### src/design/f2b_pkg.sv
// Shared constants, types and status codes for the fraction to fixed point converter.
package f2b_pkg;

  localparam int FRACTION_BITS = 32;
  // quotient bits made, counting the sign position in signed mode
  localparam int STEP_COUNT = (FRACTION_BITS > 32) ? 32 : FRACTION_BITS;
  // left shift that aligns the made bits to the top of the word
  localparam int QSHIFT = 32 - STEP_COUNT;
  // magnitudes after halving never exceed 2^31 - 1
  localparam int MAG_W = 31;

  localparam logic [31:0] SAT_UNSIGNED = 32'hFFFF_FFFF;
  localparam logic [31:0] SAT_POS      = 32'h7FFF_FFFF;
  localparam logic [31:0] SAT_NEG      = 32'h8000_0000;

  typedef enum logic [1:0] {
    ST_OK   = 2'd0,
    ST_SAT  = 2'd1,
    ST_DIV0 = 2'd2
  } f2b_status_t;

  typedef struct packed {
    logic              sgn;     // signed Q1.31 mode
    logic              neg;     // operand signs differ
    f2b_status_t       status;
    logic [MAG_W-1:0]  rem;
    logic [MAG_W-1:0]  dvs;
    logic [31:0]       quo;
  } f2b_item_t;

endpackage

### src/design/f2b_post.sv
// Output stage: alignment, sign inversion, saturation and error codes.
module f2b_post
  import f2b_pkg::*;
(
  input  logic        clk,
  input  logic        rst_n,
  input  logic        adv,
  input  logic        valid_i,
  input  f2b_item_t   item_i,
  output logic        valid_o,
  output logic [31:0] fraction,
  output logic [1:0]  status
);

  logic        valid_r;
  logic [31:0] fraction_r, fraction_nxt;
  logic [1:0]  status_r;
  logic [31:0] aligned;

  always_comb begin
    aligned = item_i.quo << QSHIFT;
    case (item_i.status)
      ST_DIV0: fraction_nxt = '0;
      ST_SAT: begin
        if (!item_i.sgn) begin
          fraction_nxt = SAT_UNSIGNED;
        end else begin
          fraction_nxt = item_i.neg ? SAT_NEG : SAT_POS;
        end
      end
      default: fraction_nxt = item_i.neg ? ~aligned : aligned;
    endcase
  end

  always_ff @(posedge clk) begin
    if (!rst_n) begin
      valid_r <= 1'b0;
    end else if (adv) begin
      valid_r <= valid_i;
    end
  end

  always_ff @(posedge clk) begin
    if (adv) begin
      fraction_r <= fraction_nxt;
      status_r   <= item_i.status;
    end
  end

  assign valid_o  = valid_r;
  assign fraction = fraction_r;
  assign status   = status_r;

endmodule

### config.mk
export PLATFORM = sky130hd
export DESIGN_NAME = f2b_post
export DESIGN_NICKNAME = d
export VERILOG_FILES = /design/src/design/f2b_pkg.sv /design/src/design/f2b_post.sv
export SDC_FILE = /design/constraint.sdc
export NUM_CORES = 1
export LEC_CHECK = 0
export ABC_AREA = 0
export CAP_MARGIN = 25
export CORE_ASPECT_RATIO = 0.75
export CORE_MARGIN = 5
export CORE_UTILIZATION = 45
export DETAILED_ROUTE_END_ITERATION = 16
export DONT_BUFFER_PORTS = 1
export GPL_TIMING_DRIVEN = 0
export SLEW_MARGIN = 20
export SYNTH_ARGS = -nofsm -noshare
export SYNTH_HDL_FRONTEND = slang
export SYNTH_SLANG_ARGS = --single-unit
export TNS_END_PERCENT = 1
### constraint.sdc
create_clock -name clk -period 1.35 [get_ports clk]
set_input_delay 0.27 -clock clk [delete_from_list [all_inputs] [get_ports clk]]
set_output_delay 0.27 -clock clk [all_outputs]
set_load 0.01 [all_outputs]
After elaboration in Yosys (flattened, before gate mapping)
Cells that the tools add are included.
- input bits: 102
- output and inout bits: 35
- flip-flop bits (word level): 35
- eq/ne operators: 2
- mux-type cells: 4
- bitwise logic cells: 1
- operators with widths (kind ; number):
    32-bit 2-to-1 mux ; 3
    32-bit one-hot mux with 2 select lines ; 1
    32-bit NOT ; 1
    2-bit by 1-bit equality test with 1-bit output, second input constant ; 1
    2-bit equality test, second input constant ; 1

Logic depth before layout (Yosys ltp)
Gate-level depths: netlist (run 1).
- depth in word-level cells: 3
- gate-level depth with buffers: 7

Worst setup path before layout (run 1)
Ideal clock, no wire load.
- kind: input to register
- start: input item_i[95] (netlist name)
- end: register fraction_r[0] (netlist: fraction[0]) (data pin)
- cell stages on the path: 7
- data arrival time: 1.189 ns
- setup time: 0.263 ns
- buffers on the path: 2
- setup slack: -0.102 ns
- cell sequence: inv_1 > ha_1 > buf_6 > or2_4 > buf_6 > o21ai_2 > a21oi_2
- cells in the longest elaborated chain, start to end: 2
- elaborated cells on any way between the ends: 3
- RTL lines (item ; line ; text):
    from (decl) ; f2b_post.sv:9 ; input f2b_item_t item_i,
    2-bit by 1-bit equality test with 1-bit output / 2-bit equality test (equally long branches) ; f2b_post.sv:22 ; case (item_i.status)
    32-bit one-hot mux with 2 select lines (*) ; f2b_post.sv:22 ;
    via fraction_nxt[0] ; f2b_post.sv:16 ; logic [31:0] fraction_r, fraction_nxt;
    to (signal assigned) ; f2b_post.sv:45 ; fraction_r <= fraction_nxt;
    to (decl) ; f2b_post.sv:16 ;
The timed path passes the listed nets; every way through them passes the cells marked *.
A chain may end at the register's enable or synchronous reset.

Worst setup path in the final report (run 1)
- start: input item_i[95] (netlist name)
- end: register fraction_r[26] (netlist: fraction[26]) (data pin)
Same word-level chain as after synthesis.

==> results of run 1 <==
power by group through the flow:
| stage | Sequential (mW) | Clock [mW] | Combinational, mW |
|---|---|---|---|
| 6_report | 1.48 | 0.715 | 0.624 |
| 5_1_grt | 1.50 | 0.776 | 0.686 |
| 4_1_cts | 1.49 | 0.729 | 0.630 |
| 3_5_place_dp | 1.51 | 0 | 0.629 |
| 3_3_place_gp | 1.51 | 0 | 0.598 |
| 2_1_floorplan | 1.49 | 0 | 0.539 |
path summary, 6_finish.rpt:
check             startpoint           end  slack, ps
setup / recovery  item_i[95]  fraction[26]        140
hold / removal    item_i[95]     status[1]         80
setup reg to reg     valid_o       valid_o        700
hold reg to reg      valid_o       valid_o        580
logic make-up after synthesis:
logic type | count (synthesis)
fa+ha+maj | 1
compound gates | 63
simple gates | 70
flops | 35
mux | 1
buf+inv | 18
cell usage after synthesis, drive strengths merged:
master | number | area share [%]
nand2 | 63 | 15
edfxtp | 34 | 48
a21oi | 32 | 13
o21ai | 31 | 12
buf | 17 | 7.9
nand2b | 3 | 1.6
dfxtp | 1 | 0.94
ha | 1 | 0.58
inv | 1 | 0.18
mux2i | 1 | 0.47
nand3 | 1 | 0.23
nor2 | 1 | 0.18
nor2b | 1 | 0.29
or2 | 1 | 0.41
layout make-up:
type	count	area, sq um	area share, %
Clock buffer	6	72.6	3.12
Sequential cell	35	1040	44.7
Multi-Input combinational cell	135	940	40.4
Inverter	1	16.3	0.699
Clock inverter	2	7.51	0.322
Buffer	17	180	7.74
Tap cell	57	71.3	3.06
metrics by stage:
stage	worst slack, ps	TNS (ps)	std cells
final	141	0	253
after CTS	144	0	253
after global placement	-116	-3360	245
after detailed placement	-163	-3940	245
after floorplan	-58.9	-1730	188
after global routing	128	0	253
state kept, by name, summed over array words and instances (netlist names):
name	count
valid_o	1
fraction	32
status	2
metal layers:
layer,up-vias,GRT usage (%),routed length [um]
met4,0,4.96,57
met3,7,7.13,486
met1,661,15.8,1750
met5,-,0,0
met2,49,27.5,2390
li1,666,-,-
==> results.toml, run 1 <==
[outcome]
outcome = "complete, no violations"

[detailed_routing]
detail_route.vias_per_cell = 5.47
wire_per_inst_um = 18.5
num_vias = 1383
final_antenna_net_count = 0
routed_wirelength_um = 4680
dr.pass1.iters = 4
route.detailed.drc = 0
drt_iter0_drc = 64

[sta]
worstMarginPinSlew_ps = 307
max_freq_mhz = 827
setup_viol = 0
rsz0062_at_grt = "false"
slew_violations = 0
whs_ps = 83.6
skew_ps = 0
period_minus_slack_ps = 1210
maxSlewHeadroom_pct = 79.6
hold_violations = 0
period_share_pct = 89.6

[setup_path]
crit_path_end_kind = "flip-flop"
reg2regPathDepth = 2
path_cells = "inv_12 -> ha_4 -> buf_6 -> or2_4 -> buf_8 -> o21ai_2 -> a21oi_2"
slowest_delay_ps = 300
cp_slowest_cell = "or2_4"
cp_num_buf_inv = 3
path_delay_family = "buffers and inverters"
path_depth = 7
worstSetupStartpointType = "primary input"
required_ps = 1380
crit_arrival_ps = 1240
worstPathMaxFanout = 10
path_class = "primary input to flip-flop"

[place]
hpwlAfterDp_um = 3390
place_congestion = 0.779
placed_area_sq_um = 2250
io_buffers = 0

[synth]
netlist_area_sq_um = 2140
synth.area.mux_share_pct = 0.468
synth_adder_area_share_pct = 0.584
synthCells = 188
syn-num-nets = 291
synth_compound_area_share_pct = 24.9
seq_area_frac_synth_pct = 48.6
synth_xor_area_share_pct = 0
netlist-cell-type-count = 22
synth-seq-cells = 35
syn_avg_cell_area_sq_um = 11.4
yosys_warnings = 0
yosys.area_share.simple_pct = 17.4
synth_top_family_by_area = "compound AO/OA/AOI/OAI gates"

[global_route]
grt_max_degree = 36
grt_pass1_vias = 1482
antenna_found_initial = 0
gr-total-overflow = 0
grt_pass1_wl_um = 7470
grtUsageTotal_pct = 15.5

[power_and_ir_drop]
p_int_mw = 1.99
power_switching_uw = 833
pwr-share-seq_pct = 52.5
p_clk_share_pct = 25.4
finalPower_mw = 2.82
p_leak_nw = 0.875
power.density_nw_per_um2 = 1210
power_frac_comb_pct = 22.1
max-vdd-ir-drop_uv = 543
swShare_pct = 29.5

[clock_network]
cts-buffers-inserted = 5
cts_setup_buffers = 0
cts_tree = "built"
cts_resized = 0
htreeDepth = 2
cts_max_path_buffers = 2
cts_sinks = 35
clk_pin_slew_ps = 70
ctsHoldBuffers = 0
clock_latency_ps = 280
cts-root-buf = "clkbuf_8"

[floorplan]
pin_count = 137
initial_core_util_pct = 47.1
core_area_sq_um = 4550
dieWidth_um = 89.6
row_count = 21
die_y_um = 69.7
die-area_sq_um = 6250

[min_path]
min_path_type = "primary input to flip-flop"
min_path_cells = 0

[cells_and_area]
final_area_sq_um = 2330
fillers = 418
final_util_pct = 51.2
drive_gt1_share_pct = 58.2
final_nets = 298
area.growth.synth_to_final_pct = 8.77
diodes = 0
final_cell_mix = "nand2_1 (34), edfxtp_1 (34), o21ai_2 (29), a21oi_2 (29), nand2_2 (28)"

[run]
max-cap-violations = 0
Power figures use the tool's default switching activity.
==> run 2: changes to the inputs <==
--- a/config.mk
+++ b/config.mk
@@ -12,7 +12,7 @@
 export CORE_UTILIZATION = 45
 export DETAILED_ROUTE_END_ITERATION = 16
 export DONT_BUFFER_PORTS = 1
-export GPL_TIMING_DRIVEN = 0
+export PLACE_DENSITY = 0.66
 export SLEW_MARGIN = 20
 export SYNTH_ARGS = -nofsm -noshare
 export SYNTH_HDL_FRONTEND = slang
==> run 2 against run 1 <==
Net effect: final area decreased by 2.2%; sequential power about the same; via count decreased by 0.14%; utilization decreased by 1.1 points; clock power increased by 12%; sequential cell count unchanged; largest cell class unchanged; clock skew unchanged; critical endpoint is now fraction[13].
==> results.toml, run 2 (synthesis results as in run 1) <==
[setup_path]
slowest_delay_ps = 470
crit_arrival_ps = 1300
path_cells = "inv_12 -> ha_4 -> or2_4 -> o21ai_2 -> a21oi_2"
worstSetupStartpointType = "primary input"
path_delay_family = "simple AND/OR/NAND/NOR gates"
cp_num_buf_inv = 1
cp_slowest_cell = "or2_4"
worstPathMaxFanout = 32
required_ps = 1490
crit_path_end_kind = "flip-flop"
path_class = "primary input to flip-flop"

[detailed_routing]
routed_wirelength_um = 4570
drt_iter0_drc = 89
dr.pass1.iters = 4
wire_per_inst_um = 18.7
route.detailed.drc = 0
num_vias = 1381
detail_route.vias_per_cell = 5.64
final_antenna_net_count = 0

[global_route]
grt_use_met2_pct = 22.8
grt_pass1_vias = 1408
grt_use_met1_pct = 18.1
antenna_found_initial = 0
gr-usage-met3_pct = 8.08
grt_max_degree = 36
gr-max-usage-layer = "met2"
grt_pass1_wl_um = 7230
grtUsageTotal_pct = 15.3
gr-total-overflow = 0

[clock_network]
cts-root-buf = "clkbuf_8"
cts_max_path_buffers = 2
cts_setup_buffers = 0
cts_resized = 0
cts-buffers-inserted = 5
ctsHoldBuffers = 0
clock_latency_ps = 280
htreeDepth = 2
cts_tree = "built"
clk_pin_slew_ps = 80
cts_sinks = 35

[sta]
hold_violations = 0
period_minus_slack_ps = 1160
slew_violations = 0
period_share_pct = 85.6
skew_ps = 0
layout_setup_ws_ps = 194
rsz0062_at_grt = "false"
maxSlewHeadroom_pct = 63.8
max_freq_mhz = 865
worstMarginPinSlew_ps = 543
setup_viol = 0

[cells_and_area]
finalNonFillerCells = 245
regArea_sq_um = 1040
final_util_pct = 50.1
final_area_sq_um = 2280
largest_reg_flops = 32
multiInputGateArea_sq_um = 940
fillers = 435
area.growth.synth_to_final_pct = 6.37
final_cell_mix = "nand2_1 (34), edfxtp_1 (34), o21ai_2 (29), a21oi_2 (29), nand2_2 (28)"
diodes = 0
drive_gt1_share_pct = 57.4
final_nets = 290

[place]
dpl_worst_slack_ps = -108
io_buffers = 0
placed_cells = 237
place_congestion = 0.809
placed_area_sq_um = 2190
hpwlAfterDp_um = 3190

[power_and_ir_drop]
p_leak_nw = 0.844
power.density_nw_per_um2 = 1250
max-vdd-ir-drop_uv = 655

[min_path]
min_path_type = "primary input to flip-flop"

[floorplan]
row_count = 21
dieWidth_um = 89.6
die_y_um = 69.7
core_area_sq_um = 4550
die-area_sq_um = 6250
pin_count = 137
initial_core_util_pct = 47.1

[outcome]
outcome = "complete, no violations"

[run]
max-cap-violations = 0
[run 2: changes by cell type in the layout (fill, tap and decap cells not counted), sizes merged]
cell | previous run | this run
buf | 17 | 9
clkinv | 2 | 1
clkbuf | 6 | 7
[run 2: final timing paths]
path	startpoint	endpoint	slack, ps	depth (start not counted)
worst min register to register	valid_o	valid_o	560	2
worst max register to register	valid_o	valid_o	730	2
worst min-delay path	item_i[94]	status[0]	80	0
worst max-delay path	item_i[95]	fraction[13]	190	5
[run 2: cell type report]
type                    count  share of cell area (%)
clock buffers               7                    3.79
inverters                   1                   0.714
multi-input cells         135                    41.3
well taps                  57                    3.13
flip-flops and latches     35                    45.7
clock inverters             1                   0.220
repair buffers              9                    5.16
[run 2: per-layer routing]
metal | share of wire, % | vias up
met4 | 1.5 | 0
li1 | - | 651
met1 | 39 | 670
met5 | 0 | -
met3 | 12 | 7
met2 | 48 | 53
[run 2: power breakdown]
part           total (mW)  switching (mW)  leakage [nW]  internal [mW]
Combinational       0.567           0.321         0.456          0.246
Sequential           1.49           0.120         0.340           1.37
Clock               0.800           0.387        0.0482          0.412
[run 2: metrics by stage]
stage / hold WS (ps) / TNS, ps / total power [mW]
CTS: 71.1 / 0 / 2.88
global placement: 369 / -1140 / 2.05
floorplan: 369 / -1730 / 2.02
global route: 58.5 / 0 / 2.98
finish: 80.2 / 0 / 2.85
detailed placement: 369 / -2210 / 2.09
