===== src/design/f2b_pkg.sv =====
// Shared constants, types and status codes for the fraction to fixed point converter.
package f2b_pkg;

  localparam int FRACTION_BITS = 32;
  // quotient bits made, counting the sign position in signed mode
  localparam int STEP_COUNT = (FRACTION_BITS > 32) ? 32 : FRACTION_BITS;
  // left shift that aligns the made bits to the top of the word
  localparam int QSHIFT = 32 - STEP_COUNT;
  // magnitudes after halving never exceed 2^31 - 1
  localparam int MAG_W = 31;

  localparam logic [31:0] SAT_UNSIGNED = 32'hFFFF_FFFF;
  localparam logic [31:0] SAT_POS      = 32'h7FFF_FFFF;
  localparam logic [31:0] SAT_NEG      = 32'h8000_0000;

  typedef enum logic [1:0] {
    ST_OK   = 2'd0,
    ST_SAT  = 2'd1,
    ST_DIV0 = 2'd2
  } f2b_status_t;

  typedef struct packed {
    logic              sgn;     // signed Q1.31 mode
    logic              neg;     // operand signs differ
    f2b_status_t       status;
    logic [MAG_W-1:0]  rem;
    logic [MAG_W-1:0]  dvs;
    logic [31:0]       quo;
  } f2b_item_t;

endpackage


===== src/design/f2b_div_stage.sv =====
// Registered restoring step: a quotient bit, or signed pass-through.
module f2b_div_stage
  import f2b_pkg::*;
(
  input  logic      clk,
  input  logic      rst_n,
  input  logic      adv,
  input  logic      final_step,
  input  logic      valid_i,
  input  f2b_item_t item_i,
  output logic      valid_o,
  output f2b_item_t item_o
);

  logic        valid_r;
  f2b_item_t   item_r;
  f2b_item_t   item_nxt;
  logic [MAG_W:0] shifted;
  logic [MAG_W:0] diff;
  logic        ge;
  logic        active;

  always_comb begin
    // signed mode makes one bit fewer: the last step passes through
    active  = !(final_step && item_i.sgn);
    shifted = {item_i.rem, 1'b0};
    diff    = shifted - {1'b0, item_i.dvs};
    ge      = shifted >= {1'b0, item_i.dvs};
    item_nxt = item_i;
    if (active) begin
      item_nxt.rem = ge ? diff[MAG_W-1:0] : shifted[MAG_W-1:0];
      item_nxt.quo = {item_i.quo[30:0], ge};
    end
  end

  always_ff @(posedge clk) begin
    if (!rst_n) begin
      valid_r <= 1'b0;
    end else if (adv) begin
      valid_r <= valid_i;
    end
  end

  always_ff @(posedge clk) begin
    if (adv) begin
      item_r <= item_nxt;
    end
  end

  assign valid_o = valid_r;
  assign item_o  = item_r;

endmodule


===== config.mk =====
export PLATFORM = sky130hd
export DESIGN_NAME = f2b_div_stage
export DESIGN_NICKNAME = d
export VERILOG_FILES = /design/src/design/f2b_pkg.sv /design/src/design/f2b_div_stage.sv
export SDC_FILE = /design/constraint.sdc
export NUM_CORES = 1
export LEC_CHECK = 0
export BUFFER_PORTS_ARGS = -buffer_cell sky130_fd_sc_hd__buf_2
export CAP_MARGIN = 20
export CORE_ASPECT_RATIO = 0.9
export CORE_MARGIN = 3
export CORE_UTILIZATION = 56
export CTS_BUF_LIST = sky130_fd_sc_hd__clkbuf_4
export CTS_CLUSTER_SIZE = 12
export DETAILED_ROUTE_END_ITERATION = 8
export PLACE_DENSITY = 0.91
export REMOVE_ABC_BUFFERS = 1
export SYNTH_ARGS = -nofsm -noshare
export SYNTH_HDL_FRONTEND = slang
export SYNTH_SLANG_ARGS = --single-unit
export TNS_END_PERCENT = 100

===== constraint.sdc =====
create_clock -name clk -period 7.95 [get_ports clk]
set_input_delay 1.59 -clock clk [delete_from_list [all_inputs] [get_ports clk]]
set_output_delay 1.59 -clock clk [all_outputs]
set_load 0.02 [all_outputs]

# After elaboration in Yosys (flattened, before gate mapping)
# Cells that the tools add are included.
dict set report classes {
  addsub 1
  magnitude_cmp 1
  muxes 3
  reduce_logical 1
}
# op n
set op_table {}
lappend op_table {{$mux 31} 2}
lappend op_table {{$ge 32x31->1} 1}
lappend op_table {{$mux 32} 1}
lappend op_table {{$sub 31x31->31} 1}
lappend op_table {{$logic_and 1x1->1} 1}
dict set report totals {
  regBits 99
}

# Longest topological paths before layout
# Gate-level depths: netlist of run 1.
dict set report logic_depth {
  depth_word 3
  depth_mapped 14
  mapped_depth_nobuf 10
}

# Worst setup path before layout of run 1
# OpenSTA, ideal clock, no wires.
dict set report synth_path {
  path_type {input to register}
  from {input item_i[32] in the netlist's numbering}
  to {register item_r, in the netlist item_o[78], data pin}
  t_arrival_ns 4.077
  setup_slack_ns 3.612
  cell_stages 11
  path_buffers 1
  cell_sequence {inv_1 -> fa_1 -> a211oi_2 -> o21ai_1 -> a221o_1 -> o31a_1 -> or3_1 -> buf_6 -> nand2_4 -> a211oi_1 -> o32a_1}
}
# element line
set synth_rtl {}
lappend synth_rtl {{start, declared} f2b_div_stage.sv:10} ;# input f2b_item_t item_i,
lappend synth_rtl {{end signal, assigned} f2b_div_stage.sv:46} ;# item_r <= item_nxt;
lappend synth_rtl {{end, declared} f2b_div_stage.sv:16} ;# f2b_item_t item_r;

==> results of run 1 <==
==> cells by family (layout without fill, tap and decap cells) <==
group	count (synthesis)	after routing	synth area share, %
simple gates	266	266	19.7
flops	99	99	50.6
buf+inv	62	259	4.73
fa+ha+maj	32	32	6.97
xor+xnor	15	15	2.25
mux	5	5	0.855
compound gates	136	136	14.9
==> stage by stage <==
| step | hold WS [ps] | worst slack, ps |
|---|---|---|
| after floorplan | 589 | 3410 |
| after global placement | 493 | 3120 |
| after detailed placement | 520 | 3000 |
| after CTS | 548 | 3510 |
| after global routing | 619 | 3280 |
| final | 546 | 3460 |
==> layout make-up <==
cell class | instances | area share, %
clock buffer | 10 | 1.07
clock inverter | 6 | 0.817
inverter | 39 | 2.08
multi-input combinational | 454 | 37.1
sequential | 99 | 42.1
tap | 126 | 2.24
timing repair buffer | 204 | 14.6
==> worst max path at each step <==
stage,end,cells past startpoint
finish,item_o[78],11
global route,item_o[78],11
CTS,item_o[78],11
detailed placement,item_o[78],11
global placement,item_o[78],11
floorplan,item_o[78],10
==> state kept, by name, summed over array words and instances, names as in the netlist <==
signal	count
item_o	98
valid_o	1
==> layout by cell type, fill, tap and decap left out, types with 3 or more instances in the layout <==
master | synthesis | layout
o21bai_1 | 4 | 4
a21boi_0 | 4 | 4
a211oi_1 | 6 | 6
a21o_1 | 11 | 11
nor3_1 | 17 | 17
clkinv_4 | 0 | 3
buf_4 | 1 | 4
xor2_1 | 4 | 4
a21oi_1 | 38 | 38
nor2b_1 | 3 | 3
a31oi_1 | 18 | 18
nand4_1 | 8 | 8
and3_1 | 3 | 3
edfxtp_1 | 98 | 98
and2_1 | 4 | 3
inv_1 | 39 | 39
o31ai_1 | 4 | 4
nand3_1 | 10 | 10
buf_2 | 0 | 200
o21a_1 | 7 | 7
nand2_1 | 152 | 151
o21ai_0 | 23 | 23
or4_1 | 5 | 5
mux2i_1 | 5 | 5
ha_1 | 31 | 31
or3_1 | 5 | 5
xnor2_1 | 11 | 11
nor2_1 | 50 | 50
clkbuf_4 | 0 | 10
==> where the power goes <==
| group | switching, mW | leakage, nW | total (mW) | internal (mW) |
|---|---|---|---|---|
| clock | 0.181 | 0.0750 | 0.256 | 0.0752 |
| combinational | 0.276 | 2.21 | 0.426 | 0.149 |
| sequential | 0.0147 | 0.967 | 0.658 | 0.643 |
==> layer usage <==
layer  GRT usage (%)  wire (um)
met2            46.1       7730
met1            33.6       6370
met5               0          0
met4            10.4        368
met3            6.63       1460
==> tightest hold or removal path: stages, from the launching register on <==
cell	delay [ps]
dfxtp_1	340
mux2i_1	120
nor2b_1	60
==> results by group, run 1 <==
Logic synthesis
  • #FFs+latches synth: 99
  • Synth top area share: 50.3%
  • Distinct cells, synth: between 50 and 60
  • Most frequent cells after synthesis: 152 x nand2_1, 98 x edfxtp_1, 50 x nor2_1
  • Asr flop ratio synth: 0%
  • Synth area leader: edfxtp_1
  • Post-synth EDFFs: 98
  • Top-count cell post-synth: nand2_1
  • Post-synthesis area per instance: 9.51 um2
  • Yosys warning count: 0
  • Synth area leaders: edfxtp_1 50%, nand2_1 9.8%, ha_1 6.6%
  • Post-Synthesis Cell Area: 5850 um2
  • Commonest register cell after synthesis: edfxtp_1
  • Mapped Cells: between 600 and 700
  • Sequential share of the synthesized area: 50.6%

Drt
  • Via-to-Cell Ratio: 5.76
  • Number of nets with antenna violations after routing: 0
  • Drt total wl: 15900 um
  • Initial DRC Count: 495
  • Drt drc: 0
  • DR WL/cell: 17.0 um
  • Drt pass-1 iters: 6
  • Vias: 5406

Global routing
  • First-pass GRT wire length: 25300 um
  • Vias in the first global route: 5264
  • Gr ovfl total: 0
  • Largest net degree at the start of global routing: 84
  • Total Routing Usage GR: between 20% and 30%
  • Antenna violations before repair: 0

Worst setup path
  • Worst path arrival time: 4730 ps
  • Critical path peak fanout: 35
  • Crit Path Category: primary input to flip-flop
  • CP max stage delay: 520 ps
  • Delay-heaviest family, CP: compound AO/OA/AOI/OAI gates
  • R2r setup slk: 7340 ps
  • Critical path cell sequence: buf_2 -> inv_1 -> fa_1 -> a211oi_2 -> o21ai_1 -> a221o_1 -> o31a_1 -> or3_1 -> nand2_4 -> a211oi_1 -> o32a_1
  • CP startpoint: item_i[32]
  • WP data required: 8190 ps
  • CP Launch Type: primary input
  • Reg2Reg Depth: 2
  • Reg2Reg Capture Point: valid_o
  • CP Capture Type: flip-flop
  • Worst R2R Start: valid_o
  • Slowest cell on the critical path: or3_1
  • Bufs and invs on worst path: 2

STA
  • RSZ-0062 raised after global routing: no
  • Highest Clock Rate: 223 MHz
  • Slew headroom: 29.3%
  • Slew at the pin with the worst max-slew slack: between 1000 and 1500 ps
  • Period utilization: ~56%
  • Worst Skew: 0 ps
  • Setup_tns: 0 ps
  • Slew Limit Fails: 0
  • # setup viols final: 0
  • Final hold vios: 0
  • Min Clock Period, post-route: 4490 ps

Floorplan
  • Starting Density: around 59%
  • Core ar.: between 9000 and 10000 um2
  • Die ar.: roughly 12000 um2
  • Die X: 114 um
  • FP Rows: 34
  • I/O pins: 202
  • Die Height: 103 um

Clock network
  • Root buf cell: clkbuf_4
  • Htree depth: 3
  • Post-CTS setup repair buffer count: 0
  • Post-cts repair resize count: 0
  • Number of clock sinks: 99
  • Clk_lat worst skew: 460 ps
  • Cts bufs inserted: 9
  • Clock-pin slew on the worst setup and hold paths: 150 ps
  • CTS tree: done
  • Cts-stage hold buffer count: 0
  • Clock Path Buffers: 2

Layout
  • Post-layout instance area: 7050 um2
  • Layout cells sized above 1: 28.0%
  • Antenna cells: 0
  • Fillers: 749
  • Layout Cells excl Fill: 938
  • Area Overhead vs Synth: 20.4%
  • Flip-flop and latch area: just under 3000 um2
  • Multi-input logic area: 2620 um2
  • Core Util, Final: 71.1%
  • Final #Nets: 942

Hold path
  • Hold Crit Start: valid_o
  • Hold Path End: valid_o
  • Hold path cells: 2
  • Worst hold path type: flip-flop to flip-flop

Place
  • Placed Cells incl. Taps: 922
  • Gpl congestion: 0.900
  • Port bufs: 201
  • Area of placed instances: 6910 um2
  • DP Wirelength: ~12000 um

Job
  • # Max-Cap Violations: 0

Power
  • Final Power: roughly 1.3 mW
  • Worst VDD drop: 134 uV
  • Power Density: 190 nW/um2
  • Static leakage: between 3 and 4 nW

Outcome
  • Outcome: completed
Note: power is estimated with default switching activity, not from simulation.
==> inputs of run 2 (changes only) <==
--- a/config.mk
+++ b/config.mk
@@ -9,11 +9,11 @@
 export CAP_MARGIN = 20
 export CORE_ASPECT_RATIO = 0.9
 export CORE_MARGIN = 3
-export CORE_UTILIZATION = 56
+export CORE_UTILIZATION = 47
 export CTS_BUF_LIST = sky130_fd_sc_hd__clkbuf_4
 export CTS_CLUSTER_SIZE = 12
 export DETAILED_ROUTE_END_ITERATION = 8
-export PLACE_DENSITY = 0.91
+export PLACE_DENSITY = 0.82
 export REMOVE_ABC_BUFFERS = 1
 export SYNTH_ARGS = -nofsm -noshare
 export SYNTH_HDL_FRONTEND = slang
==> constraint.sdc (replaced) <==
create_clock -name clk -period 3.9 [get_ports clk]
set_input_delay 0.78 -clock clk [delete_from_list [all_inputs] [get_ports clk]]
set_output_delay 0.78 -clock clk [all_outputs]
set_load 0.02 [all_outputs]
==> run 2 against run 1 <==
  * Count of clock-buffer cells in the layout is the same
  * Critical path type unchanged
  * Die area grew 18%
  * Highest routed layer unchanged
  * Combinational power grew 110%
==> results by group, run 2 (same netlist as run 1, synthesis figures left out) <==
Clock network
  • Cts bufs inserted: 9
  • Post-cts repair resize count: 0
  • Cts-stage hold buffer count: 0
  • CTS tree: done
  • Post-CTS setup repair buffer count: 0
  • Root buf cell: clkbuf_4
  • Clk_lat worst skew: 490 ps
  • Number of clock sinks: 99
  • Clock-pin slew on the worst setup and hold paths: 180 ps
  • Htree depth: 3
  • Clock Path Buffers: 2

Floorplan
  • FP Rows: 38
  • I/O pins: 202
  • Core ar.: 12100 um2
  • Die Height: 112 um
  • Die ar.: 13800 um2
  • Die X: 124 um
  • Starting Density: around half

Worst setup path
  • CP Capture Type: flip-flop
  • Critical path peak fanout: 20
  • Crit Path Category: primary input to flip-flop
  • Worst path arrival time: about 3500 ps
  • WP data required: roughly 4000 ps
  • CP Launch Type: primary input

Drt
  • Drt total wl: roughly 16000 um
  • Via-to-Cell Ratio: 5.46
  • Vias: 5381
  • Initial DRC Count: ~460
  • DR WL/cell: 16.1 um
  • Drt drc: 0
  • Drt pass-1 iters: 5
  • Number of nets with antenna violations after routing: 0

STA
  • Slew at the pin with the worst max-slew slack: 738 ps
  • Worst hold slack: 446 ps
  • RSZ-0062 raised after global routing: no
  • Worst Skew: 0 ps
  • Setup_tns: 0 ps
  • Final hold vios: 0
  • Period utilization: 84.5%
  • # setup viols final: 0
  • Highest Clock Rate: 303 MHz
  • Slew Limit Fails: 0
  • Slew headroom: between 50% and 60%
  • Min Clock Period, post-route: 3300 ps

Layout
  • Area Overhead vs Synth: 23.2%
  • Largest register FFs: 98
  • Flip-flop and latch area: ~3000 um2
  • Fillers: 1065
  • Multi-input logic area: between 2000 and 3000 um2
  • Commonest non-fill, non-tap cell in the layout: buf_2
  • Final #Nets: about 950
  • Layout cells sized above 1: between 20 and 30%
  • Most frequent cells in the layout: 200 x buf_2, 151 x nand2_1, 98 x edfxtp_1

Power
  • Power share of the sequential group: 48.6%
  • Sw Pwr: 968 uW
  • Part of the power in combinational logic: between 30% and 40%
  • Final Power: 2.76 mW
  • Pint: approximately 1.8 mW
  • Power Density: 382 nW/um2
  • Worst VDD drop: 218 uV
  • Static leakage: 3.32 nW
  • Net Sw Frac: 35.1%
  • Clk network pwr share: 18.9%

Global routing
  • First-pass GRT wire length: 24800 um
  • Vias in the first global route: 5054
  • Largest net degree at the start of global routing: 57
  • Antenna violations before repair: 1
  • Total Routing Usage GR: 22.6%
  • Gr ovfl total: 0

Place
  • Port bufs: 201
  • DP Wirelength: 12200 um
  • Gpl congestion: 0.923

Hold path
  • Worst hold path type: primary input to flip-flop

Outcome
  • Outcome: completed

Job
  • # Max-Cap Violations: 0
## run 2: cell count changes in the layout (fill, tap and decap cells not counted)
cell / previous run / this run
buf_4: 4 / 13
buf_12: 0 / 3
clkinv_4: 3 / 1
inv_6: 1 / 3
inv_8: 2 / 0
clkinv_2: 0 / 1
clkinvlp_4: 0 / 1
diode_2: 0 / 1
## run 2: power by group through the flow
stage | Sequential, mW | Combinational [mW] | Clock [mW]
6_report | 1.34 | 0.895 | 0.522
4_1_cts | 1.34 | 0.894 | 0.542
3_5_place_dp | 1.36 | 0.891 | 0
2_1_floorplan | 1.52 | 0.393 | 0
5_1_grt | 1.35 | 0.986 | 0.573
3_3_place_gp | 1.36 | 0.875 | 0
## run 2: final timing paths
kind | start | endpoint | slack [ps] | depth (start not counted)
worst max-delay path | item_i[32] | item_o[74] | 600 | 12
worst min-delay path | item_i[57] | item_o[57] | 450 | 1
worst max register to register | valid_o | valid_o | 3290 | 2
worst min register to register | valid_o | valid_o | 550 | 2
## run 2: critical path: stages
cell and delay (ps):
buf_2 100, inv_1 70, fa_1 480, a211oi_2 310
o21ai_1 140, a221o_1 340, o31a_1 280, or3_1 440
nand2_4 140, buf_12 170, or3_1 120, a31oi_1 100
## run 2: cell type report
cell class	count	area share, %
Clock buffer	10	1.04
Tap cell	160	2.78
Timing Repair Buffer	216	16.1
Multi-Input combinational cell	454	36.3
Antenna cell	1	0.0347
Inverter	39	2.03
Clock inverter	6	0.660
Sequential cell	99	41.1
## run 2: routing by layer
layer / wire length (um) / track usage (%) / up-vias
met4: 282 / 7.38 / 0
li1: - / - / 2614
met3: 1520 / 6.60 / 18
met5: 0 / 0 / -
met1: 6630 / 28.8 / 2484
met2: 7450 / 37.0 / 265
## run 2: per-stage QoR
stage	util, %	cell area, um2	worst slack, ps	instances
detailed placement	58.4	7080	89.3	968
global route	59.5	7210	473	985
global placement	58.4	7080	181	968
floorplan	-	5720	169	592
finish	59.5	7210	603	985
CTS	59.4	7210	641	984
==> inputs of run 3 (changes only) <==
--- a/config.mk
+++ b/config.mk
@@ -9,11 +9,11 @@
 export CAP_MARGIN = 20
 export CORE_ASPECT_RATIO = 0.9
 export CORE_MARGIN = 3
-export CORE_UTILIZATION = 47
+export CORE_UTILIZATION = 52
 export CTS_BUF_LIST = sky130_fd_sc_hd__clkbuf_4
 export CTS_CLUSTER_SIZE = 12
 export DETAILED_ROUTE_END_ITERATION = 8
-export PLACE_DENSITY = 0.82
+export PLACE_DENSITY = 0.86
 export REMOVE_ABC_BUFFERS = 1
 export SYNTH_ARGS = -nofsm -noshare
 export SYNTH_HDL_FRONTEND = slang
==> constraint.sdc (replaced) <==
create_clock -name clk -period 3.3 [get_ports clk]
set_input_delay 0.66 -clock clk [delete_from_list [all_inputs] [get_ports clk]]
set_output_delay 0.66 -clock clk [all_outputs]
set_load 0.02 [all_outputs]
==> run 3 against run 2 <==
  * Cell area grew 3.6%
  * Largest cell class unchanged
  * Critical endpoint is now item_o[78]
  * Critical path type unchanged
  * Highest routed layer unchanged
  * First-iteration DRC count grew 7.7%
  * Combinational power grew 23%
==> results by group, run 3 (same netlist as run 1, synthesis figures left out) <==
Worst setup path
  • Critical path peak fanout: 5
  • Reg2Reg Depth: 2
  • Worst R2R Start: valid_o
  • CP max stage delay: 480 ps
  • Crit Path Category: primary input to flip-flop
  • CP Launch Type: primary input
  • Slowest cell on the critical path: fa_1
  • Worst path arrival time: ~3300 ps
  • WP data required: 3540 ps
  • CP Capture Type: flip-flop
  • Reg2Reg Capture Point: valid_o
  • Critical path cell sequence: buf_2 -> inv_1 -> fa_1 -> a211oi_2 -> o21ai_1 -> a221o_1 -> o31a_1 -> or3_1 -> nand2_4 -> a211oi_1 -> o32a_1
  • R2r setup slk: 2700 ps
  • Bufs and invs on worst path: 2
  • Delay-heaviest family, CP: compound AO/OA/AOI/OAI gates

Layout
  • Layout cells sized above 1: 31.8%
  • Largest register FFs: 98
  • Layout Cells excl Fill: 1010
  • Area Overhead vs Synth: 27.7%
  • Antenna cells: 0
  • Commonest non-fill, non-tap cell in the layout: buf_2
  • Most frequent cells in the layout: 200 x buf_2, 151 x nand2_1, 98 x edfxtp_1
  • Final #Nets: 988

Floorplan
  • I/O pins: 202
  • Die X: ~120 um
  • Starting Density: 53.7%
  • Core ar.: 10900 um2
  • Die ar.: 12600 um2
  • Die Height: 107 um
  • FP Rows: 36

Power
  • Worst VDD drop: 344 uV
  • Power Density: approximately 460 nW/um2
  • Net Sw Frac: 33.0%
  • Sw Pwr: between 1 and 1.5 mW
  • Power share of the sequential group: 46.1%
  • Clk network pwr share: 21.7%
  • Pint: roughly 2.3 mW
  • Static leakage: 3.49 nW
  • Final Power: ~3.4 mW
  • Part of the power in combinational logic: 32.2%

Clock network
  • Post-CTS setup repair buffer count: 0
  • Clock-pin slew on the worst setup and hold paths: 160 ps
  • Number of clock sinks: 99
  • Root buf cell: clkbuf_4
  • Cts-stage hold buffer count: 0
  • Post-cts repair resize count: 0
  • Cts bufs inserted: 9
  • Htree depth: 3
  • Clk_lat worst skew: between 400 and 500 ps
  • Clock Path Buffers: 2
  • CTS tree: done

Job
  • # Max-Cap Violations: 0

STA
  • RSZ-0062 raised after global routing: no
  • Slew Limit Fails: 0
  • Slew headroom: about two thirds
  • Period utilization: around nine tenths
  • # setup viols final: 0
  • Final hold vios: 0
  • Worst hold slack: 363 ps
  • Setup_tns: 0 ps
  • Highest Clock Rate: around 330 MHz
  • Slew at the pin with the worst max-slew slack: 521 ps
  • Min Clock Period, post-route: 3010 ps
  • Worst Skew: 0 ps
  • Final worst slack: 286 ps

Outcome
  • Outcome: completed

Hold path
  • Hold Crit Start: item_i[96]
  • Hold Path End: item_o[96]
  • Hold path cells: 1
  • Worst hold path type: primary input to flip-flop

Drt
  • Drt total wl: 15000 um
  • DR WL/cell: 14.8 um
  • Drt pass-1 iters: 5
  • Number of nets with antenna violations after routing: 0
  • Metal3 WL: about 1200 um
  • Drt drc: 0
  • Vias: 5388
  • DR WL met2: 7200 um
  • Via-to-Cell Ratio: around 5.3
  • Uppermost layer routed: met4
  • Initial DRC Count: 490
  • M1 WL: between 6000 and 7000 um

Place
  • DP Wirelength: 11600 um
  • Port bufs: 201
  • Post-place setup slack: -176 ps
  • Placed Cells incl. Taps: just under 1k
  • Gpl congestion: 0.961

Global routing
  • First-pass GRT wire length: 24000 um
  • Gr ovfl total: 0
  • Largest net degree at the start of global routing: 60
  • Total Routing Usage GR: 23.5%
  • Antenna violations before repair: 0
  • Vias in the first global route: 5061
run 3: changes by cell type in the layout (fill, tap and decap cells not counted):
cell / previous run / this run
buf_4: 13 / 49
buf_12: 3 / 1
bufinv_16: 0 / 2
clkbuf_4: 10 / 9
clkinv_1: 0 / 1
clkinv_2: 1 / 0
clkinv_4: 1 / 0
diode_2: 1 / 0
nor2_1: 50 / 49
nor2_2: 0 / 1
run 3: power groups by stage:
stage	Clock, mW	Sequential (mW)	Combinational, mW
2_1_floorplan	0	1.79	0.464
6_report	0.745	1.58	1.10
4_1_cts	0.759	1.58	1.10
5_1_grt	0.802	1.60	1.21
3_3_place_gp	0	1.61	1.08
3_5_place_dp	0	1.61	1.10
run 3: how the worst max path moves through the flow:
stage,slack (ps),cells after the start,from,to
after global placement,-130,11,item_i[32],item_o[78]
final,290,11,item_i[32],item_o[78]
after floorplan,-310,10,item_i[32],item_o[78]
after detailed placement,-180,11,item_i[32],item_o[78]
after global routing,170,12,item_i[32],item_o[84]
after CTS,330,11,item_i[32],item_o[78]
run 3: area by class of cell:
| type | count | area [um2] |
|---|---|---|
| clock inverters | 7 | 97.6 |
| repair buffers | 250 | 1390 |
| clock buffers | 9 | 67.6 |
| well taps | 152 | 190 |
| fillers | 914 | 3430 |
| inverters | 39 | 146 |
| multi-input cells | 454 | 2620 |
| flip-flops and latches | 99 | 2960 |
run 3: metal layers:
metal  GRT usage [%]  vias to the layer above
li1                -                     2686
met1            30.0                     2474
met2            39.1                      199
met3            6.80                       29
met4            7.36                        0
met5               0                        -
run 3: per-stage QoR:
stage                     util (%)  instance area [um2]
after floorplan                  -                 5720
after global placement        67.0                 7310
after detailed placement      67.0                 7310
after CTS                     68.5                 7470
after global routing          68.5                 7470
final                         68.5                 7470
