[src/design/f2b_pkg.sv]
// Shared constants, types and status codes for the fraction to fixed point converter.
package f2b_pkg;

  localparam int FRACTION_BITS = 32;
  // quotient bits made, counting the sign position in signed mode
  localparam int STEP_COUNT = (FRACTION_BITS > 32) ? 32 : FRACTION_BITS;
  // left shift that aligns the made bits to the top of the word
  localparam int QSHIFT = 32 - STEP_COUNT;
  // magnitudes after halving never exceed 2^31 - 1
  localparam int MAG_W = 31;

  localparam logic [31:0] SAT_UNSIGNED = 32'hFFFF_FFFF;
  localparam logic [31:0] SAT_POS      = 32'h7FFF_FFFF;
  localparam logic [31:0] SAT_NEG      = 32'h8000_0000;

  typedef enum logic [1:0] {
    ST_OK   = 2'd0,
    ST_SAT  = 2'd1,
    ST_DIV0 = 2'd2
  } f2b_status_t;

  typedef struct packed {
    logic              sgn;     // signed Q1.31 mode
    logic              neg;     // operand signs differ
    f2b_status_t       status;
    logic [MAG_W-1:0]  rem;
    logic [MAG_W-1:0]  dvs;
    logic [31:0]       quo;
  } f2b_item_t;

endpackage

[src/design/f2b_prep.sv]
// Operand stage: halving, sign and magnitude, error classification.
module f2b_prep
  import f2b_pkg::*;
(
  input  logic        clk,
  input  logic        rst_n,
  input  logic        adv,
  input  logic        in_valid,
  input  logic        action,
  input  logic [31:0] numerator,
  input  logic [31:0] denominator,
  output logic        valid_o,
  output f2b_item_t   item_o
);

  logic        valid_r;
  f2b_item_t   item_r;
  f2b_item_t   item_nxt;

  logic        u_half;
  logic [31:0] un, ud;
  logic        s_half;
  logic [31:0] sn, sd;
  logic [31:0] sn_abs, sd_abs;
  logic [MAG_W-1:0] a, b;

  always_comb begin
    // unsigned: halve when either operand has its top bit set
    u_half = numerator[31] | denominator[31];
    un = u_half ? {1'b0, numerator[31:1]}   : numerator;
    ud = u_half ? {1'b0, denominator[31:1]} : denominator;

    // signed: out of [-2^30, 2^30) when the top two bits differ; halve toward zero
    s_half = (numerator[31] ^ numerator[30]) | (denominator[31] ^ denominator[30]);
    sn = numerator   + {31'd0, numerator[31]};
    sd = denominator + {31'd0, denominator[31]};
    sn = s_half ? {sn[31], sn[31:1]} : numerator;
    sd = s_half ? {sd[31], sd[31:1]} : denominator;
    sn_abs = sn[31] ? (~sn + 32'd1) : sn;
    sd_abs = sd[31] ? (~sd + 32'd1) : sd;

    if (action) begin
      a = sn_abs[MAG_W-1:0];
      b = sd_abs[MAG_W-1:0];
    end else begin
      a = un[MAG_W-1:0];
      b = ud[MAG_W-1:0];
    end

    item_nxt.sgn = action;
    item_nxt.neg = action & (sn[31] ^ sd[31]);
    if (b == '0) begin
      item_nxt.status = ST_DIV0;
    end else if (a >= b) begin
      item_nxt.status = ST_SAT;
    end else begin
      item_nxt.status = ST_OK;
    end
    item_nxt.rem = a;
    item_nxt.dvs = b;
    item_nxt.quo = '0;
  end

  always_ff @(posedge clk) begin
    if (!rst_n) begin
      valid_r <= 1'b0;
    end else if (adv) begin
      valid_r <= in_valid;
    end
  end

  always_ff @(posedge clk) begin
    if (adv) begin
      item_r <= item_nxt;
    end
  end

  assign valid_o = valid_r;
  assign item_o  = item_r;

endmodule

[config.mk]
export PLATFORM = sky130hd
export DESIGN_NAME = f2b_prep
export DESIGN_NICKNAME = d
export VERILOG_FILES = /design/src/design/f2b_pkg.sv /design/src/design/f2b_prep.sv
export SDC_FILE = /design/constraint.sdc
export NUM_CORES = 1
export LEC_CHECK = 0
export BUFFER_PORTS_ARGS = -buffer_cell sky130_fd_sc_hd__buf_4
export CAP_MARGIN = 25
export CORE_ASPECT_RATIO = 0.5
export CORE_UTILIZATION = 50
export CTS_CLUSTER_SIZE = 16
export DETAILED_ROUTE_END_ITERATION = 16
export HOLD_SLACK_MARGIN = 0.05
export PLACE_DENSITY_LB_ADDON = 0.2
export SYNTH_ARGS = -nofsm -noshare
export SYNTH_HDL_FRONTEND = slang
export SYNTH_SLANG_ARGS = --single-unit
[constraint.sdc]
create_clock -name clk -period 8.61 [get_ports clk]
set_input_delay 1.2915 -clock clk [delete_from_list [all_inputs] [get_ports clk]]
set_output_delay 1.2915 -clock clk [all_outputs]
set_load 0.005 [all_outputs]
# After elaboration in Yosys (flattened, before gate mapping)

Index checks and enable logic that the tools add are counted.

Word-level logic and storage cells: 29
Flip-flop bits (word level): 67

Mux-type cells: 9
Bitwise logic cells: 8
$add $sub $neg: 4
$lt $le $gt $ge: 1
Reduce and logical (&&, ||, !) cells: 1

Operators with widths:

| cell                  | count |
|---|---|
| $mux 31               | 6 |
| $add 32x1->32         | 2 |
| $mux 32               | 2 |
| $add 31x1->31 const B | 2 |
| $not 31->31           | 2 |
| $ge 31x31->1          | 1 |
| $logic_not 31->1      | 1 |
| $xor 1x1->1           | 3 |
| $or 1x1->1            | 2 |
| $and 1x1->1           | 1 |
| $mux 1                | 1 |

# Logic depth before layout (Yosys ltp)

Gate-level depths: netlist (run 1).

Depth in word-level cells: 9
Depth in mapped cells: 33

# Worst setup path after synthesis (run 1)

Ideal clock, no wire load.

Kind: input -> register
From: input numerator[30]
To: register item_r, in the netlist item_o[94], data pin
Arrival time: 6.710 ns
Library setup time: 0.272 ns
Setup slack: 1.628 ns
Cell stages on the path: 32
Required time: 8.338 ns
Path through: buf_4 xnor2_1 nand2_1 buf_2 buf_4 buf_2 clkbuf_1 clkbuf_1 clkbuf_1 buf_1 clkbuf_1 a21o_1 ha_1 o221a_2 nor4bb_1 nand2_1 o21ai_0 xnor2_1 nand2_1 o21ai_0 ha_1 a21o_1 a21o_1 a21oi_1 nor2b_1 o21ai_0 nand2b_1 a21oi_1 o21ai_0 a21o_1 a31oi_1 a31oi_1

Cells in the longest elaborated chain, start to end: 9
Elaborated cells between the ends (all ways): 17
Those cells by class: add/sub (3); order compare (1); mux (8); bitwise (4); reduce/logical (1)

Ends and longest elaborated chain:

| item                   | RTL line       | text |
|---|---|---|
| start: declaration     | f2b_prep.sv:10 | `input logic [31:0] numerator,` |
| $xor 1x1->1            | f2b_prep.sv:34 | `s_half = (numerator[31] ^ numerator[30]) \| (denominator[31] ^ denominator[30]);` |
| $or 1x1->1             | f2b_prep.sv:34 |  |
| $mux 32 (*)            | f2b_prep.sv:37 | `sn = s_half ? {sn[31], sn[31:1]} : numerator;` |
| $not 31->31            | f2b_prep.sv:39 | `sn_abs = sn[31] ? (~sn + 32'd1) : sn;` |
| $add 31x1->31          | f2b_prep.sv:39 |  |
| $mux 31 (*)            | f2b_prep.sv:39 |  |
| $mux 31 (*)            | f2b_prep.sv:42 | `if (action) begin` |
| via a[24]              | f2b_prep.sv:25 | `logic [MAG_W-1:0] a, b;` |
| $ge 31x31->1 (*)       | f2b_prep.sv:54 | `end else if (a >= b) begin` |
| $mux 1 (*)             | f2b_prep.sv:54 |  |
| end signal: assignment | f2b_prep.sv:74 | `item_r <= item_nxt;` |
| end: declaration       | f2b_prep.sv:17 | `f2b_item_t item_r;` |

The timed path passes the listed nets; every way through them passes the cells marked *.
A chain may end at the register's enable or synchronous reset.

# Final worst setup path (run 1)

From: input denominator[31]
To: register item_r, in the netlist item_o[94], data pin

Cells in the longest elaborated chain, start to end: 9
Elaborated cells between the ends (all ways): 19
Those cells by class: add/sub (3); order compare (1); mux (9); bitwise (5); reduce/logical (1)

Ends and longest elaborated chain:

| item                                                  | RTL line       | text |
|---|---|---|
| start: declaration                                    | f2b_prep.sv:11 | `input logic [31:0] denominator,` |
| branches (longest 6 deep; another with $add 32x1->32) | -              |  |
| $mux 31 (*)                                           | f2b_prep.sv:42 |  |
| via b[16]                                             | f2b_prep.sv:25 |  |
| $ge 31x31->1                                          | f2b_prep.sv:54 |  |
| $mux 1                                                | f2b_prep.sv:54 |  |

Mark *: on every way through the listed nets, which the timed path passes.

==> results of run 1 <==
==> worst reg2reg max path, delay by kind of cell, from the launching register on <==
kind,cells,cell delay (ns)
muxes,1,0.12
DFF,1,0.30
and+or+nand+nor,1,0.07
==> placed cells by master, fill, tap and decap left out, types with 12 or more instances in the layout <==
cell type	n
buf_4	149
nand2_1	112
o21ai_0	98
a21oi_1	91
nor2_1	69
edfxtp_1	66
inv_1	49
nand3_1	43
mux2i_1	38
nor3_1	36
nand4_1	33
ha_1	33
conb_1	32
xnor2_1	27
a31oi_1	27
a21o_1	23
a211oi_1	23
xor2_1	21
and4_1	20
nor2b_1	16
and2_1	16
nor4_1	16
and3_1	14
o22ai_1	12
or3_1	12
==> power groups by stage <==
stage / Combinational (mW) / Sequential [mW] / Clock (mW)
final: 0.580 / 0.419 / 0.360
after global routing: 0.627 / 0.422 / 0.380
after CTS: 0.569 / 0.420 / 0.365
after detailed placement: 0.566 / 0.426 / 0
after global placement: 0.557 / 0.425 / 0
after floorplan: 0.359 / 0.428 / 0
==> per-stage QoR <==
step                      area, um2  setup slack, ns  util [%]  hold WS [ns]  instances
after floorplan                9100             1.63         -         0.507       1230
after global placement         9870             1.56      56.4         0.504       1476
after detailed placement       9870             1.27      56.4         0.522       1476
after CTS                     10200             1.55      58.1         0.532       1492
after global routing          10200             1.05      58.1         0.562       1492
final                         10200             1.28      58.1         0.532       1492
==> kinds of logic after synthesis <==
logic type,after synthesis,synth area share [%]
other,1,0.0417
adder cells (fa/ha/maj),33,4.59
AND/OR/NAND/NOR,435,25.7
buffers and inverters,188,9.66
XOR/XNOR,51,5.22
flip-flops,67,22.3
AO/OA/AOI/OAI,378,27.3
multiplexers,46,5.23
==> worst paths after layout <==
kind                              end  slack, ns  cells past startpoint
max          item_o[94]$_SDFFCE_PN0P_       1.28                     22
min              valid_o$_SDFFE_PN0P_       0.53                      2
max reg2reg      valid_o$_SDFFE_PN0P_       8.01                      2
min reg2reg      valid_o$_SDFFE_PN0P_       0.53                      2
==> registers in the layout, indices dropped and copies added (netlist names) <==
register and flops:
item_o 66, valid_o 1
==> cell type report <==
class / count / share of cell area [%]
well taps: 234 / 2.88
clock buffers: 12 / 2.33
clock inverters: 4 / 0.505
repair buffers: 150 / 11.2
inverters: 50 / 1.85
multi-input cells: 975 / 61.5
flip-flops and latches: 67 / 19.7
==> metal layers <==
metal | vias to the layer above | global-route usage [%] | share of wire [%]
met1 | 4683 | 46.4 | 43
met3 | 59 | 6.42 | 9.1
met4 | 0 | 9.28 | 2.7
met5 | - | 0 | 0
met2 | 526 | 51.8 | 45
li1 | 4561 | - | -
==> results.py, run 1 <==
metrics = {
    "logic_synthesis": {
        "synth.most_common_cell": "nand2_1",
        "syn_inst": 1199,
        "dominantRegCellSynth": "edfxtp_1",
        "syn_avg_cell_area_um2": 7.50,
        "synth.top_cell.area_share_pct": 22.1,
        "async_flop_share_pct": 0,
        "yosysTopAreaCell": "edfxtp_1",
        "synth_common_cells": "nand2_1, o21ai_0, a21oi_1",
        "yosys_warnings": 0,
        "synth_enable_flop_cells": 66,
        "synthTopCellsByArea": "edfxtp_1, o21ai_0, a21oi_1, nand2_1, ha_1",
        "synth_cell_types": 89,
        "syn_area_um2": 8990,
        "ys_seq_elements": 67,
        "ys_seq_area_share_pct": 22.3,
    },
    "grt": {
        "grt_pass1_wl_um": 48300,
        "grt_start_max_net_pins": 79,
        "antenna_found_initial": 1,
        "grt_usage_pct": 33.2,
        "grt.overflow.total": 0,
        "grt_pass1_vias": 8566,
    },
    "finish": {
        "drive_above_1_share_pct": 15.7,
        "multi_input_area_um2": 6250,
        "diodes": 0,
        "fin_nets": 1355,
        "nFillCells": 1686,
        "ff_latch_area_um2": 2000,
        "area_growth_pct": 13.0,
    },
    "route": {
        "drt-pass1-iter-count": 8,
        "vias": 9829,
        "vias_per_cell": 6.59,
        "antenna_left": 0,
        "drtIter0Drc": 1101,
        "post_drt_wl_per_cell_um": 21.2,
        "drc": 0,
        "wl_um": 31600,
    },
    "timing": {
        "finClkSkew_ns": 0,
        "relSlewSlack_pct": 31.5,
        "fin_crit_sh_pct": 85.1,
        "setup_tns_ns": 0,
        "worstMarginPinSlew_ns": 1.03,
        "rsz0062_at_grt": "false",
        "fin_crit_ns": 7.33,
        "max_freq_mhz": 137,
        "drv_slew": 0,
        "setup-violations-final": 0,
        "hold_violations": 0,
    },
    "place": {
        "dpl.hpwl_um": 24300,
        "portBuffers": 135,
        "gp_congestion": 0.969,
    },
    "setup_path": {
        "path_cells": "buf_4 -> xnor2_2 -> nand2_2 -> a221oi_1 -> o21ai_0 -> nor2_1 -> a211o_1 -> a31oi_1 -> a211oi_1 -> inv_1 -> ha_1 -> a21o_1 -> a21o_1 -> a21o_1 -> a21o_1 -> a21o_1 -> a21o_1 -> a21oi_1 -> o21ai_0 -> a21o_1 -> a31oi_1 -> a31oi_1",
        "critPathKind": "primary input to flip-flop",
        "timing.rr.start": "valid_o$_SDFFE_PN0P_",
        "path_buf_inv": 2,
        "critPathLaunchType": "primary input",
        "required_ns": 8.67,
        "critPathArrivalTime_ns": 7.39,
        "critPathMaxFanout": 30,
        "crit_start": "denominator[31]",
        "end_kind": "flip-flop",
        "cpMostUsedCell": "a21o_1",
        "critPathSlowestCell": "a211oi_1",
        "crit_family": "compound AO/OA/AOI/OAI gates",
        "cpPeakStageDelay_ns": 0.79,
    },
    "floorplanning": {
        "num_io_pins": 168,
        "die_x_um": 192,
        "num_rows": 34,
        "start_util_pct": 51.4,
        "design.die.area_um2": 18500,
        "coreArea_um2": 17500,
        "die_height_um": 96.8,
    },
    "clocking": {
        "cts_tree": "built",
        "cts_root_buf": "clkbuf_16",
        "post_cts_buffers": 0,
        "clk_latency_ns": 0.33,
        "cts.htree.levels": 3,
        "ctsResizeCount": 0,
        "cts_sinks": 67,
        "cts-hold-fix-buffers": 0,
        "cts_buffers": 9,
        "cts_buffer_depth": 2,
        "clkTransAtPathRegs_ns": 0.05,
    },
    "power_and_ir_drop": {
        "clock_power_share_pct": 26.5,
        "p_sw_uw": 502,
        "peakVddDrop_mv": 0.105,
        "swShare_pct": 36.9,
        "cellLeakagePower_nw": 4.05,
        "power.density_nw_per_um2": 134,
        "internal_power_uw": 858,
        "pwr-share-comb_pct": 42.7,
        "p_total_mw": 1.36,
        "pwr-share-seq_pct": 30.8,
    },
    "worst_hold_path": {
        "hp-class": "flip-flop to flip-flop",
        "min-delay-start": "valid_o$_SDFFE_PN0P_",
    },
    "job": {
        "drv_cap": 0,
    },
    "outcome": {
        "status": "complete, no violations",
    },
}
No activity file was read; power rests on OpenSTA's default activity.
==> run 2, diff against run 1 <==
Settings changed: CTS_BUF_LIST from default to sky130_fd_sc_hd__clkbuf_4 sky130_fd_sc_hd__clkbuf_8.
==> results.py, run 2 (synthesis results as in run 1) <==
metrics = {
    "clocking": {
        "cts_buffers": 9,
        "clk_latency_ns": 0.35,
        "post_cts_buffers": 0,
        "cts_tree": "built",
        "cts_buffer_depth": 2,
        "cts-hold-fix-buffers": 0,
        "ctsResizeCount": 0,
        "cts_sinks": 67,
        "cts.htree.levels": 3,
        "cts_root_buf": "clkbuf_8",
        "clkTransAtPathRegs_ns": 0.08,
    },
    "finish": {
        "fin_nets": 1355,
        "diodes": 0,
        "nFillCells": 1708,
        "multi_input_area_um2": 6250,
        "ff_latch_area_um2": 2000,
        "utilization_pct": 57.6,
        "largest_register_ffs": 66,
        "drive_above_1_share_pct": 15.9,
        "final_cell_mix": "buf_4, nand2_1, o21ai_0, a21oi_1, nor2_1",
        "final_common_cell": "buf_4",
        "area_growth_pct": 12.0,
        "stdcell_count": 1492,
    },
    "timing": {
        "hold_violations": 0,
        "fin_crit_sh_pct": 85.6,
        "fin_crit_ns": 7.37,
        "finClkSkew_ns": 0,
        "relSlewSlack_pct": 24.4,
        "setup_tns_ns": 0,
        "drv_slew": 0,
        "max_freq_mhz": 136,
        "setup-violations-final": 0,
        "rsz0062_at_grt": "false",
        "worstMarginPinSlew_ns": 1.12,
    },
    "place": {
        "dpl.hpwl_um": 24300,
        "portBuffers": 135,
        "dp_cells": 1476,
        "gp_congestion": 0.969,
    },
    "setup_path": {
        "critPathKind": "primary input to flip-flop",
        "critPathMaxFanout": 30,
        "r2r-end": "valid_o$_SDFFE_PN0P_",
        "timing.rr.start": "valid_o$_SDFFE_PN0P_",
        "reg2reg_slack_ns": 8.02,
        "critPathArrivalTime_ns": 7.46,
        "crit_start": "denominator[31]",
        "required_ns": 8.70,
        "r2r_cells": 2,
        "critPathLaunchType": "primary input",
        "end_kind": "flip-flop",
    },
    "power_and_ir_drop": {
        "internal_power_uw": 776,
        "peakVddDrop_mv": 0.102,
        "power.density_nw_per_um2": 126,
        "pwr-share-comb_pct": 45.8,
        "cellLeakagePower_nw": 4.02,
        "pwr-share-seq_pct": 32.9,
        "p_sw_uw": 495,
        "clock_power_share_pct": 21.3,
        "swShare_pct": 38.9,
    },
    "job": {
        "drv_cap": 0,
    },
    "route": {
        "wl_um": 31700,
        "drc": 0,
        "post_drt_wl_per_cell_um": 21.2,
        "drtIter0Drc": 1112,
        "antenna_left": 0,
        "vias": 9808,
        "vias_per_cell": 6.57,
        "drt-pass1-iter-count": 6,
    },
    "grt": {
        "antenna_found_initial": 1,
        "grt_pass1_vias": 8563,
        "grt_start_max_net_pins": 79,
        "grt.overflow.total": 0,
        "grt_pass1_wl_um": 48300,
        "grt_usage_pct": 33.2,
    },
    "worst_hold_path": {
        "hp-class": "flip-flop to flip-flop",
        "whs_path_depth": 2,
        "min-delay-start": "valid_o$_SDFFE_PN0P_",
        "holdPathEnd": "valid_o$_SDFFE_PN0P_",
    },
    "floorplanning": {
        "die_x_um": 192,
        "design.die.area_um2": 18500,
        "num_rows": 34,
        "die_height_um": 96.8,
        "coreArea_um2": 17500,
        "num_io_pins": 168,
        "start_util_pct": 51.4,
    },
    "outcome": {
        "status": "complete, no violations",
    },
}
## run 2: cell counts in the layout (fill, tap and decap cells not counted)
No cell type changed its count.
## run 2: metal layers
layer / vias to the layer above / part of all wire, % / routed length (um) / track usage, %
li1: 4549 / - / - / -
met1: 4647 / 43 / 13600 / 46.2
met2: 541 / 44 / 14100 / 51.8
met3: 71 / 9.7 / 3060 / 6.82
met4: 0 / 2.8 / 896 / 9.16
met5: - / 0 / 0 / 0
## run 2: final cells by class
type / count / area share, %
clock buffer: 12 / 1.45
inverter: 50 / 1.86
sequential: 67 / 19.9
timing repair buffer: 150 / 11.3
tap: 234 / 2.91
clock inverter: 4 / 0.510
multi-input combinational: 975 / 62.1
## run 2: worst max-delay path: stages
cell and delay, ns:
buf_4 0.22, xnor2_2 0.63, nand2_2 0.51, a221oi_1 0.74
o21ai_0 0.33, nor2_1 0.41, a211o_1 0.19, a31oi_1 0.09
a211oi_1 0.88, inv_1 0.13, ha_1 0.36, a21o_1 0.18
a21o_1 0.17, a21o_1 0.17, a21o_1 0.17, a21o_1 0.17
a21o_1 0.16, a21oi_1 0.13, o21ai_0 0.10, a21o_1 0.19
a31oi_1 0.14, a31oi_1 0.05
## run 2: how the worst max path moves through the flow
stage / end / slack, ns / cells after the start
floorplan: item_o[94]$_SDFFCE_PN0P_ / 1.63 / 32
global placement: item_o[94]$_SDFFCE_PN0P_ / 1.56 / 22
detailed placement: item_o[94]$_SDFFCE_PN0P_ / 1.27 / 22
CTS: item_o[94]$_SDFFCE_PN0P_ / 1.61 / 22
global route: item_o[94]$_SDFFCE_PN0P_ / 1.10 / 22
finish: item_o[94]$_SDFFCE_PN0P_ / 1.24 / 22
## run 2: per-stage QoR
stage          hold WS, ns  total power, mW  instance area, um2  setup WS (ns)
4_1_cts              0.534             1.26               10100           1.61
5_1_grt              0.565             1.34               10100           1.10
6_report             0.530             1.27               10100           1.24
3_3_place_gp         0.504            0.983                9870           1.56
3_5_place_dp         0.522            0.992                9870           1.27
2_1_floorplan        0.507            0.787                9100           1.63
## run 2: power by group through the flow
stage | sequential, mW | clock, mW | combinational (mW)
4_1_cts | 0.419 | 0.273 | 0.568
6_report | 0.418 | 0.271 | 0.582
5_1_grt | 0.422 | 0.288 | 0.627
3_3_place_gp | 0.425 | 0 | 0.557
3_5_place_dp | 0.426 | 0 | 0.566
2_1_floorplan | 0.428 | 0 | 0.359
==> run 3, diff against run 2 <==
Settings changed: CTS_BUF_LIST sky130_fd_sc_hd__clkbuf_4 sky130_fd_sc_hd__clkbuf_8 to sky130_fd_sc_hd__clkbuf_16.
==> results.py, run 3 (synthesis results as in run 1) <==
metrics = {
    "clocking": {
        "clk_latency_ns": 0.33,
        "cts_sinks": 67,
        "cts_buffer_depth": 2,
        "post_cts_buffers": 0,
        "cts_root_buf": "clkbuf_16",
        "clkTransAtPathRegs_ns": 0.05,
        "ctsResizeCount": 0,
        "cts_buffers": 9,
        "cts-hold-fix-buffers": 0,
        "cts.htree.levels": 3,
        "cts_tree": "built",
    },
    "timing": {
        "max_freq_mhz": 137,
        "hold_violations": 0,
        "relSlewSlack_pct": 29.4,
        "fin_crit_sh_pct": 84.8,
        "finClkSkew_ns": 0,
        "fin_ws_ns": 1.31,
        "drv_slew": 0,
        "rsz0062_at_grt": "false",
        "fin_crit_ns": 7.30,
        "hold-worst-slack_ns": 0.525,
        "setup_tns_ns": 0,
        "setup-violations-final": 0,
        "worstMarginPinSlew_ns": 1.05,
    },
    "route": {
        "wl_met2_um": 14100,
        "drtIter0Drc": 1102,
        "vias_per_cell": 6.60,
        "post_drt_wl_per_cell_um": 21.2,
        "vias": 9844,
        "m1WireLength_um": 13800,
        "wl_um": 31600,
        "dr_wl_met3_um": 2870,
        "top_signal_layer_used": "met4",
        "drc": 0,
        "drt-pass1-iter-count": 8,
        "antenna_left": 0,
    },
    "floorplanning": {
        "design.die.area_um2": 18500,
        "coreArea_um2": 17500,
        "die_x_um": 192,
        "die_height_um": 96.8,
        "start_util_pct": 51.4,
        "num_rows": 34,
        "num_io_pins": 168,
    },
    "setup_path": {
        "critPathArrivalTime_ns": 7.36,
        "timing.rr.start": "valid_o$_SDFFE_PN0P_",
        "critPathLaunchType": "primary input",
        "end_kind": "flip-flop",
        "required_ns": 8.67,
        "critPathMaxFanout": 30,
        "r2r_cells": 2,
        "critPathKind": "primary input to flip-flop",
        "r2r-end": "valid_o$_SDFFE_PN0P_",
        "reg2reg_slack_ns": 8.02,
    },
    "finish": {
        "largest_register_ffs": 66,
        "final_cell_mix": "buf_4, nand2_1, o21ai_0, a21oi_1, nor2_1",
        "drive_above_1_share_pct": 15.7,
        "final_common_cell": "buf_4",
        "area_growth_pct": 13.0,
        "diodes": 0,
        "stdcell_count": 1492,
        "fin_nets": 1355,
    },
    "grt": {
        "grt_usage_pct": 33.2,
        "antenna_found_initial": 1,
        "grt_pass1_vias": 8566,
        "grt.overflow.total": 0,
        "grt_pass1_wl_um": 48300,
        "grt_start_max_net_pins": 79,
    },
    "power_and_ir_drop": {
        "pwr-share-comb_pct": 42.8,
        "cellLeakagePower_nw": 4.06,
        "peakVddDrop_mv": 0.105,
        "p_total_mw": 1.36,
        "internal_power_uw": 854,
        "swShare_pct": 37.1,
        "pwr-share-seq_pct": 30.9,
        "p_sw_uw": 503,
        "power.density_nw_per_um2": 134,
        "clock_power_share_pct": 26.3,
    },
    "place": {
        "portBuffers": 135,
        "dpl.hpwl_um": 24300,
        "dp_cells": 1476,
        "gp_congestion": 0.969,
        "pre_cts_slack_ns": 1.27,
    },
    "job": {
        "drv_cap": 0,
    },
    "worst_hold_path": {
        "holdPathEnd": "valid_o$_SDFFE_PN0P_",
        "whs_path_depth": 2,
        "min-delay-start": "valid_o$_SDFFE_PN0P_",
        "hp-class": "flip-flop to flip-flop",
    },
    "outcome": {
        "status": "complete, no violations",
    },
}
run 3: cell types whose count changed in the layout (fill, tap and decap cells not counted):
cell,before,now
clkbuf_16,0,9
clkbuf_8,9,0
inv_1,49,52
clkbuf_4,3,0
run 3: how the worst max path moves through the flow:
stage	slack, ns	start	endpoint
floorplan	1.63	numerator[30]	item_o[94]$_SDFFCE_PN0P_
detailed placement	1.27	denominator[31]	item_o[94]$_SDFFCE_PN0P_
global route	1.05	denominator[31]	item_o[94]$_SDFFCE_PN0P_
CTS	1.55	denominator[31]	item_o[94]$_SDFFCE_PN0P_
finish	1.31	denominator[31]	item_o[94]$_SDFFCE_PN0P_
global placement	1.56	denominator[31]	item_o[94]$_SDFFCE_PN0P_
run 3: area by class of cell:
type                            count  area, um2
Inverter                           50        188
Tap cell                          234        293
Clock inverter                      7       62.6
Fill cell                        1686       7330
Timing Repair Buffer              150       1140
Clock buffer                        9        225
Multi-Input combinational cell    975       6250
Sequential cell                    67       2000
run 3: stage by stage:
| stage | cell area [um2] | utilization [%] |
|---|---|---|
| final | 10200 | 58.1 |
| after CTS | 10200 | 58.1 |
| after floorplan | 9100 | - |
| after global placement | 9870 | 56.4 |
| after global routing | 10200 | 58.1 |
| after detailed placement | 9870 | 56.4 |
run 3: critical path, cell delays in order:
cell and delay [ns]:
buf_4 0.22, xnor2_2 0.63, nand2_2 0.52, a221oi_1 0.74
o21ai_0 0.33, nor2_1 0.44, a211o_1 0.20, a31oi_1 0.09
a211oi_1 0.77, inv_1 0.12, ha_1 0.35, a21o_1 0.18
a21o_1 0.17, a21o_1 0.17, a21o_1 0.17, a21o_1 0.17
a21o_1 0.16, a21oi_1 0.14, o21ai_0 0.10, a21o_1 0.18
a31oi_1 0.13, a31oi_1 0.05
run 3: power groups by stage:
stage	clock network, mW	registers, mW	logic (mW)
CTS	0.361	0.420	0.569
floorplan	0	0.428	0.359
finish	0.358	0.419	0.581
global placement	0	0.425	0.557
global route	0.377	0.422	0.627
detailed placement	0	0.426	0.566
run 3: metal layers:
layer,up-vias,GRT usage (%)
met5,-,0
met4,0,9.28
met3,65,6.42
met2,512,51.8
met1,4703,46.4
li1,4564,-
